**src/rtl/mogl_pkg.sv**
```systemverilog
`default_nettype none

package mogl_pkg;

    // Number of motors the block can store and drive.
    localparam int MotorNum = 4;
    localparam int MotorSlots = 4;

    localparam int DutyW = 10;
    localparam logic [DutyW-1:0] DutyMax = 10'd1023;
    localparam logic [15:0] PercentMax = 16'd100;
    localparam logic [15:0] LockoutReset = 16'd1500;
    localparam logic [15:0] ElapsedMax = 16'hFFFF;

    // floor(p * 1023 / 100) equals (p * PctRecip) >> PctShift for p in 0..100.
    localparam logic [22:0] PctRecip = 23'd5363589;
    localparam int PctShift = 19;

    localparam int ApbAddrW = 3;
    localparam int ApbDataW = 32;
    localparam logic [ApbAddrW-1:0] AddrLockoutTicks = 3'd0;

    typedef enum logic [1:0] {
        CMD_RAW_DUTY = 2'd0,
        CMD_PCT_DUTY = 2'd1,
        CMD_BUTTONS  = 2'd2,
        CMD_TICK     = 2'd3
    } cmd_t;

    localparam logic [1:0] SensorModeIdle = 2'd0;
    localparam logic [1:0] SensorModeAcquiring = 2'd1;
    localparam logic [1:0] SensorModeCaptured = 2'd2;

    typedef enum logic [2:0] {
        SNS_IDLE      = 3'b001,
        SNS_ACQUIRING = 3'b010,
        SNS_CAPTURED  = 3'b100
    } sensor_fsm_t;

    typedef struct packed {
        logic [1:0]  cmd;
        logic [7:0]  motor_sel;
        logic [15:0] value;
        logic        gate_click;
        logic        sensor_click;
    } in_item_t;

    typedef struct packed {
        logic [DutyW-1:0] motor0_duty;
        logic [DutyW-1:0] motor1_duty;
        logic [DutyW-1:0] motor2_duty;
        logic [DutyW-1:0] motor3_duty;
        logic             gate_is_open;
        logic             lockout_on;
        logic [1:0]       sensor_mode_out;
    } out_item_t;

    // Percent (already checked to be at most 100) to 10-bit duty.
    function automatic logic [DutyW-1:0] pct_to_duty(input logic [6:0] pct);
        logic [29:0] prod;
        begin
            prod = {23'd0, pct} * {7'd0, PctRecip};
            pct_to_duty = prod[PctShift+DutyW-1:PctShift];
        end
    endfunction

endpackage

`default_nettype wire

```
**src/rtl/motor_output_gate_with_lockout.sv**
```systemverilog
// Motor output gate with lockout.
//
// The input channel (in_valid, in_stall, in_item) carries one command item per
// cycle unless stalled: a raw duty write, a percent duty write, button clicks
// or a one millisecond tick. Every accepted item yields exactly one result item
// on the output channel (out_valid, out_stall, out_item) that shows the four
// motor duties, gate and lockout flags and the sensor mode after that item.
// An accepted item is registered in the input register, processed by a short
// combinational step and lands in the result register, which drives out_valid.
// While the receiver does not stall, the block takes one item every cycle; the
// only loop is the combinational state update between the input register and
// the result register.
// When the receiver stalls, the result register holds its item and the input
// register holds the next one; in_stall rises only once both are full.
// Reset clears all stored duties, closes the gate, ends any lockout, puts the
// sensor mode to idle and loads lockout_ticks with 1500.
// The lockout_ticks register sits at APB addresses 0 to 3 (only paddr[2] is decoded); pready is always high.
`default_nettype none

module motor_output_gate_with_lockout #(
    parameter int MOTOR_NUM = mogl_pkg::MotorNum
) (
    input  wire logic                                clk,
    input  wire logic                                rst_n,
    input  wire logic                                in_valid,
    output logic                                     in_stall,
    input  wire mogl_pkg::in_item_t                  in_item,
    output logic                                     out_valid,
    input  wire logic                                out_stall,
    output mogl_pkg::out_item_t                      out_item,
    input  wire logic                                psel,
    input  wire logic                                penable,
    input  wire logic                                pwrite,
    input  wire logic [mogl_pkg::ApbAddrW-1:0]       paddr,
    input  wire logic [mogl_pkg::ApbDataW-1:0]       pwdata,
    output logic      [mogl_pkg::ApbDataW-1:0]       prdata,
    output logic                                     pready
);
    import mogl_pkg::*;

    // Configuration register.
    logic [15:0] lockout_ticks_reg;

    // Input and result stages.
    logic      in_valid_reg;
    in_item_t  in_item_reg;
    logic      out_valid_reg;
    out_item_t out_item_reg;
    logic      advance;

    // Block state.
    logic [DutyW-1:0] duty_reg [MOTOR_NUM];
    logic [DutyW-1:0] duty_next [MOTOR_NUM];
    logic             gate_open_reg, gate_open_next;
    logic             lockout_reg, lockout_next;
    logic [15:0]      elapsed_reg, elapsed_next;
    logic [15:0]      elapsed_inc;
    sensor_fsm_t      sensor_reg, sensor_next;

    logic             duty_wr;
    logic [DutyW-1:0] duty_wr_val;
    logic             id_ok;
    logic [DutyW-1:0] shown [MotorSlots];
    logic [1:0]       mode_code;
    out_item_t        result;

    // APB port: the write lands in the access phase; reads return the register.
    assign pready = 1'b1;

    always_comb
    begin
        prdata = '0;
        if (paddr[ApbAddrW-1:2] == AddrLockoutTicks[ApbAddrW-1:2])
        begin
            prdata = {{(ApbDataW-16){1'b0}}, lockout_ticks_reg};
        end
    end

    always_ff @(posedge clk or negedge rst_n)
    begin
        if (!rst_n)
        begin
            lockout_ticks_reg <= LockoutReset;
        end
        else if (psel && penable && pwrite
                 && paddr[ApbAddrW-1:2] == AddrLockoutTicks[ApbAddrW-1:2])
        begin
            lockout_ticks_reg <= pwdata[15:0];
        end
    end

    // Handshake: the registered item moves on when the result slot is free or
    // being emptied in this cycle.
    assign advance   = in_valid_reg && (!out_valid_reg || !out_stall);
    assign in_stall  = in_valid_reg && !advance;
    assign out_valid = out_valid_reg;
    assign out_item  = out_item_reg;

    always_ff @(posedge clk or negedge rst_n)
    begin
        if (!rst_n)
        begin
            in_valid_reg <= 1'b0;
        end
        else if (!in_stall)
        begin
            in_valid_reg <= in_valid;
        end
    end

    always_ff @(posedge clk)
    begin
        if (in_valid && !in_stall)
        begin
            in_item_reg <= in_item;
        end
    end

    // Duty value for the two write commands. Percent above 100 is dropped.
    assign id_ok = ({24'd0, in_item_reg.motor_sel} < MOTOR_NUM);

    always_comb
    begin
        duty_wr     = 1'b0;
        duty_wr_val = '0;
        case (cmd_t'(in_item_reg.cmd))
            CMD_RAW_DUTY:
            begin
                duty_wr = id_ok;
                if (in_item_reg.value > {6'd0, DutyMax})
                begin
                    duty_wr_val = DutyMax;
                end
                else
                begin
                    duty_wr_val = in_item_reg.value[DutyW-1:0];
                end
            end
            CMD_PCT_DUTY:
            begin
                duty_wr     = id_ok && (in_item_reg.value <= PercentMax);
                duty_wr_val = pct_to_duty(in_item_reg.value[6:0]);
            end
            default:
            begin
                duty_wr = 1'b0;
            end
        endcase
    end

    assign elapsed_inc = (elapsed_reg == ElapsedMax) ? elapsed_reg : elapsed_reg + 16'd1;

    always_comb
    begin
        gate_open_next = gate_open_reg;
        lockout_next   = lockout_reg;
        elapsed_next   = elapsed_reg;
        sensor_next    = sensor_reg;
        for (int i = 0; i < MOTOR_NUM; i++)
        begin
            duty_next[i] = duty_reg[i];
            if (duty_wr && in_item_reg.motor_sel == 8'(i))
            begin
                duty_next[i] = duty_wr_val;
            end
        end

        if (cmd_t'(in_item_reg.cmd) == CMD_BUTTONS)
        begin
            // A gate click is ignored during the lockout.
            if (in_item_reg.gate_click && !lockout_reg)
            begin
                if (!gate_open_reg)
                begin
                    gate_open_next = 1'b1;
                    lockout_next   = 1'b1;
                    elapsed_next   = '0;
                end
                else
                begin
                    gate_open_next = 1'b0;
                    for (int i = 0; i < MOTOR_NUM; i++)
                    begin
                        duty_next[i] = '0;
                    end
                end
            end
            if (in_item_reg.sensor_click)
            begin
                case (sensor_reg)
                    SNS_IDLE:      sensor_next = SNS_ACQUIRING;
                    SNS_ACQUIRING: sensor_next = SNS_CAPTURED;
                    default:       sensor_next = SNS_ACQUIRING;
                endcase
            end
        end

        if (cmd_t'(in_item_reg.cmd) == CMD_TICK && lockout_reg)
        begin
            elapsed_next = elapsed_inc;
            if (elapsed_inc >= lockout_ticks_reg)
            begin
                lockout_next = 1'b0;
            end
        end
    end

    // Result item from the updated state.
    always_comb
    begin
        for (int i = 0; i < MotorSlots; i++)
        begin
            shown[i] = '0;
        end
        for (int i = 0; i < MOTOR_NUM; i++)
        begin
            if (gate_open_next)
            begin
                shown[i] = duty_next[i];
            end
        end
        case (sensor_next)
            SNS_IDLE:      mode_code = SensorModeIdle;
            SNS_ACQUIRING: mode_code = SensorModeAcquiring;
            SNS_CAPTURED:  mode_code = SensorModeCaptured;
            default:       mode_code = SensorModeIdle;
        endcase
        result.motor0_duty     = shown[0];
        result.motor1_duty     = shown[1];
        result.motor2_duty     = shown[2];
        result.motor3_duty     = shown[3];
        result.gate_is_open    = gate_open_next;
        result.lockout_on      = lockout_next;
        result.sensor_mode_out = mode_code;
    end

    always_ff @(posedge clk or negedge rst_n)
    begin
        if (!rst_n)
        begin
            gate_open_reg <= 1'b0;
            lockout_reg   <= 1'b0;
            elapsed_reg   <= '0;
            sensor_reg    <= SNS_IDLE;
            out_valid_reg <= 1'b0;
            for (int i = 0; i < MOTOR_NUM; i++)
            begin
                duty_reg[i] <= '0;
            end
        end
        else
        begin
            if (advance)
            begin
                gate_open_reg <= gate_open_next;
                lockout_reg   <= lockout_next;
                elapsed_reg   <= elapsed_next;
                sensor_reg    <= sensor_next;
                for (int i = 0; i < MOTOR_NUM; i++)
                begin
                    duty_reg[i] <= duty_next[i];
                end
                out_valid_reg <= 1'b1;
            end
            else if (!out_stall)
            begin
                out_valid_reg <= 1'b0;
            end
        end
    end

    always_ff @(posedge clk)
    begin
        if (advance)
        begin
            out_item_reg <= result;
        end
    end

endmodule

`default_nettype wire
```
**config.mk**
```make
export PLATFORM = sky130hd
export DESIGN_NAME = motor_output_gate_with_lockout
export DESIGN_NICKNAME = d
export VERILOG_FILES = /design/src/rtl/mogl_pkg.sv /design/src/rtl/motor_output_gate_with_lockout.sv
export SDC_FILE = /design/constraint.sdc
export NUM_CORES = 1
export LEC_CHECK = 0
export BUFFER_PORTS_ARGS = -buffer_cell sky130_fd_sc_hd__buf_2
export CAP_MARGIN = 10
export CORE_ASPECT_RATIO = 0.5
export CORE_MARGIN = 1
export CORE_UTILIZATION = 60
export DETAILED_ROUTE_END_ITERATION = 8
export PLACE_DENSITY = 0.84
export RECOVER_POWER = 50
export SKIP_CTS_REPAIR_TIMING = 1
export SYNTH_ARGS = -nofsm -noshare
export SYNTH_HDL_FRONTEND = slang
export SYNTH_SLANG_ARGS = --single-unit
```
**constraint.sdc**
```tcl
create_clock -name clk -period 8.4 [get_ports clk]
set_input_delay 0.84 -clock clk [delete_from_list [all_inputs] [get_ports clk]]
set_output_delay 0.84 -clock clk [all_outputs]
set_load 0.005 [all_outputs]
```
# ---- Word-level counts from Yosys, hierarchy flattened
# Cells that the tools add are included.
dict set report totals {
  regBits 151
  latch_bits 0
  ram_bits 0
  mem_bits_ro 0
  inputBits 70
  out_inout_bits 79
  wordCells 96
  n_memories 0
}
dict set report classes {
  add_sub_neg 1
  n_mul 1
  div_mod_pow 0
  n_lt_le_gt_ge 4
  eq_ne 12
  shift 0
  muxes 30
  bitwise 1
  reduce_logical 24
}
# cell count
set op_table {}
lappend op_table {{$mux 40} 3}
lappend op_table {{$mux 16} 6}
lappend op_table {{$mux 10} 5}
lappend op_table {{$mul 7x23->29 const B} 1}
lappend op_table {{$pmux 10 s2} 1}
lappend op_table {{$add 16x1->16 const B} 1}
lappend op_table {{$eq 16x16->1 const B} 1}
lappend op_table {{$eq 8x2->1 const B} 2}
lappend op_table {{$ge 16x16->1} 1}
lappend op_table {{$gt 16x10->1 const B} 1}
lappend op_table {{$le 16x7->1 const B} 1}
lappend op_table {{$logic_and 1x1->1} 13}
lappend op_table {{$mux 1} 10}
lappend op_table {{$mux 3} 3}
lappend op_table {{$eq 8x1->1 const B} 1}
lappend op_table {{$logic_not 8->1} 1}
lappend op_table {{$lt 8x3->1 const B} 1}
lappend op_table {{$eq 3x2->1 const B} 2}
lappend op_table {{$logic_not 1->1} 5}
lappend op_table {{$eq 2x2->1 const B} 2}
lappend op_table {{$ne 2x1->1 const B} 2}
lappend op_table {{$pmux 2 s2} 1}
lappend op_table {{$reduce_and 4->1} 1}
lappend op_table {{$reduce_bool 2->1} 2}
lappend op_table {{6 further kinds} 6}

# ---- Depth between registers and ports, before layout
dict set report depth {
  ltp_word 8
  ltp_mapped 17
  ltp_nobuf 17
}

# ---- Worst setup path before layout
# Ideal clock, no wire load.
dict set report synth_timing {
  path_kind {register to register}
  startpoint {register in_item_reg[7] (netlist bit)}
  endpoint {register out_item_reg (netlist bit out_item[31]), data pin}
  setup_time_ns 0.276
  arrival_ns 4.622
  required_time_ns 8.124
  slack_ns 3.502
  stages_incl_launch_ff 15
  path_buffers 0
  period_less_slack_ns 4.898
  cell_sequence {edfxtp_1 fa_1 xor2_1 ha_1 fa_1 fa_1 ha_1 and3_1 and3_1 a221oi_2 a211oi_2 o21ai_1 mux2_4 a211oi_4 a21oi_1}
}
dict set report synth_via {
  elab_chain_cells 8
  word_cells_on_any_way 12
  cone_classes {mul: 1; order compare: 2; mux: 7; reduce/logical: 2}
}
# item line_no
set synth_rtl {}
lappend synth_rtl {{start: declaration} motor_output_gate_with_lockout.sv:46} ;# in_item_t in_item_reg;
lappend synth_rtl {{start signal: assignment} motor_output_gate_with_lockout.sv:115} ;# in_item_reg <= in_item;
lappend synth_rtl {{parallel branches: the longest is 4 deep, another holds $mul 7x23->29} n/a}
lappend synth_rtl {{$mux 10 *} motor_output_gate_with_lockout.sv:162} ;# if (duty_wr && in_item_reg.motor_sel == 8'(i))
lappend synth_rtl {{$mux 40} motor_output_gate_with_lockout.sv:173} ;# if (!gate_open_reg)
lappend synth_rtl {{$mux 40} motor_output_gate_with_lockout.sv:171} ;# if (in_item_reg.gate_click && !lockout_reg)
lappend synth_rtl {{$mux 40 *} motor_output_gate_with_lockout.sv:168} ;# if (cmd_t'(in_item_reg.cmd) == CMD_BUTTONS)
lappend synth_rtl {{end signal: assignment} motor_output_gate_with_lockout.sv:276} ;# out_item_reg <= result;
lappend synth_rtl {{end: declaration} motor_output_gate_with_lockout.sv:48} ;# out_item_t out_item_reg;
# Every way passes the cells marked *.
# A chain may end at the register's enable or synchronous reset.

# ---- Worst setup path in the final report
dict set report layout_timing {
  startpoint {register in_item_reg[7] (netlist bit)}
  endpoint {register out_item_reg (netlist bit out_item[41]), data pin}
}
# Same word-level chain as after synthesis.

==> metrics.cfg <==
[critical_path]
critPathKind = register to register
worstPathRequired_ns = 8.55
critPathLaunchType = register
crit_fanout = 11
end_kind = register
arrival_ns = 5.61

[sta]
fmax_mhz = 183.4
max_slew.worst_pin.slew_ns = 4.363
period_needed_ns = 5.453
holdWs_ns = 0.4859
finalSetupViolCount = 0
slew_violations = 109
fin_skew_ns = 0.01459
rsz0062_at_grt = no
max_slew_margin = -1.909
hold_viol_final = 0
post-route-period-util = 0.6492
finalSetupTns_ns = 0

[final_layout]
areaGrowthSynthToFinish_pct = 13.21
num-nets-final = 1150
final_cell_count_no_fill = 1183
antenna_cells = 0
drive_above_1_share = 0.1645
seqCellArea_sq_um = 4149
final_common_cell = ha_1
multiInputGateArea_sq_um = 4556
largest_reg_flops = 44
fillers = 1066
final_cell_mix = ha_1 (85), buf_2 (83), inv_1 (73), o21ai_0 (73), edfxtp_1 (72)

[logic_synthesis]
ys_top_cells_by_area = edfxtp_1 (24%), dfrtp_1 (19%), ha_1 (12%), fa_1 (5.0%), o21ai_0 (4.0%)
synth.top_cell.area_share = 0.2363
yosys_most_used_dff = edfxtp_1
synth-edff-count = 72
syn_area_sq_um = 9149
synth_area_per_cell_sq_um = 10.60
async_reset_ff_frac = 0.5232
synth.largest_area_cell = edfxtp_1
syn_inst = 863
ys_ff_latch = 151
yosysWarnings = 0
ys_seq_area_frac = 0.4535
synthDistinctLibCells = 66

[die]
ios = 149
fp.dieW_um = 176.6
start_util = 0.6240
die_h_um = 89.32
core_sq_um = 14660
fp-row-count = 31
die_area_sq_um = 15780

[power_and_ir_drop]
p_per_area_nw_per_um2 = 238.8
power_frac_seq = 0.362
power.clock.fraction = 0.309
total_power_mw = 2.473
power_frac_comb = 0.329
swShare = 0.3595
p_sw_mw = 0.8892
intPower_mw = 1.584
leakage_nw = 4.732
irDropWorstVdd_mv = 0.1508

[drt]
drc = 0
viasPerCell = 6.026
drtPass1Iterations = 5
avgRoutedWirePerCell_um = 18.02
wl_um = 21320
vias = 7129
drt.antenna.violating_nets = 0
drt_iter0_drc = 594

[flow_run]
maxCapViolations = 2

[global_routing]
grt_max_degree = 80
grtUsageTotal = 0.2828
overflow = 0
grt_pass1_vias = 7033
grt_first_pass_wirelength_um = 34080
antenna_found_initial = 0

[clocking]
clk_pin_slew_ns = 0.07
cts_root_buf = clkbuf_16
ctsLongestPathBuffers = 2
cts_max_level = 4
insertion_delay_ns = 0.43
cts_tree = yes
cts.sinks = 151
cts_buffers = 17

[place]
placed_cells = 1150
gp_congestion = 0.9736
post-dp-hpwl_um = 15360
portBuffers = 113

[worst_hold_path]
hp-class = register to register

[run_status]
outcome = finished, violations left
violations = capacitance limit, slew limit

cells by family after synthesis:
logic type | synth area share
compound gates | 0.1466
xor+xnor | 0.02010
fa+ha+maj | 0.1666
buf+inv | 0.05470
flops | 0.4535
mux | 0.02722
other cells | 0.0008209
simple gates | 0.1305
critical path: stages (launching register included):
cell,delay [ns]
edfxtp_1,0.64
fa_1,0.71
xor2_1,0.17
ha_1,0.27
fa_1,0.55
fa_1,0.44
ha_1,0.37
and3_1,0.20
and3_1,0.19
a221oi_2,0.36
a211oi_2,0.16
o21ai_1,0.24
mux2_4,0.34
a211oi_4,0.41
a21oi_1,0.13
synth_stat cells (19+ instances only):
master and instances:
a21o_1 20, a21oi_1 41, a22o_1 19, clkbuf_1 22
dfrtp_1 71, edfxtp_1 72, fa_1 23, ha_1 85
inv_1 74, mux2_2 19, nand2_1 61, nand3_1 50
nor2_1 50, o21ai_0 73
area by class of cell:
class / instances / area share
clock buffers: 18 / 0.04144
clock inverters: 14 / 0.01486
inverters: 76 / 0.02754
multi-input cells: 611 / 0.4398
flip-flops and latches: 151 / 0.4006
well taps: 198 / 0.02392
repair buffers: 115 / 0.05182
worst paths after layout:
check	cells after the start	slack (ns)	start	endpoint
max in group asynchronous	1	3.99	rst_n	duty_reg[34]
setup reg to reg	14	2.95	in_item_reg[7]	out_item[41]
min in group asynchronous	1	1.95	rst_n	lockout_ticks_reg[1]
setup / recovery	14	2.95	in_item_reg[7]	out_item[41]
hold / removal	2	0.49	duty_reg[11]	duty_reg[11]
hold reg to reg	2	0.49	duty_reg[11]	duty_reg[11]
per-layer routing:
metal	wire (um)	vias up	GRT usage
li1	-	3296	-
met1	8933	3485	0.3507
met2	10500	297	0.4948
met3	1441	51	0.06378
met4	438	0	0.1042
met5	0	-	0
per-stage QoR:
stage / util / worst slack (ns) / area, sq um
2_1_floorplan: - / 3.502 / 9205
4_1_cts: 0.7091 / 2.971 / 10400
6_report: 0.7064 / 2.947 / 10360
3_5_place_dp: 0.6693 / 3.004 / 9813
3_3_place_gp: 0.6693 / 3.069 / 9813
5_1_grt: 0.7064 / 2.684 / 10360
power by group through the flow:
stage          sequential, mW  clock (mW)  combinational, mW
2_1_floorplan           0.894           0              0.589
3_3_place_gp            0.904           0              0.763
3_5_place_dp            0.908           0              0.793
4_1_cts                 0.893       0.769              0.807
5_1_grt                 0.904       0.800              0.913
6_report                0.895       0.765              0.813
Note: power is estimated with default switching activity, not from simulation.
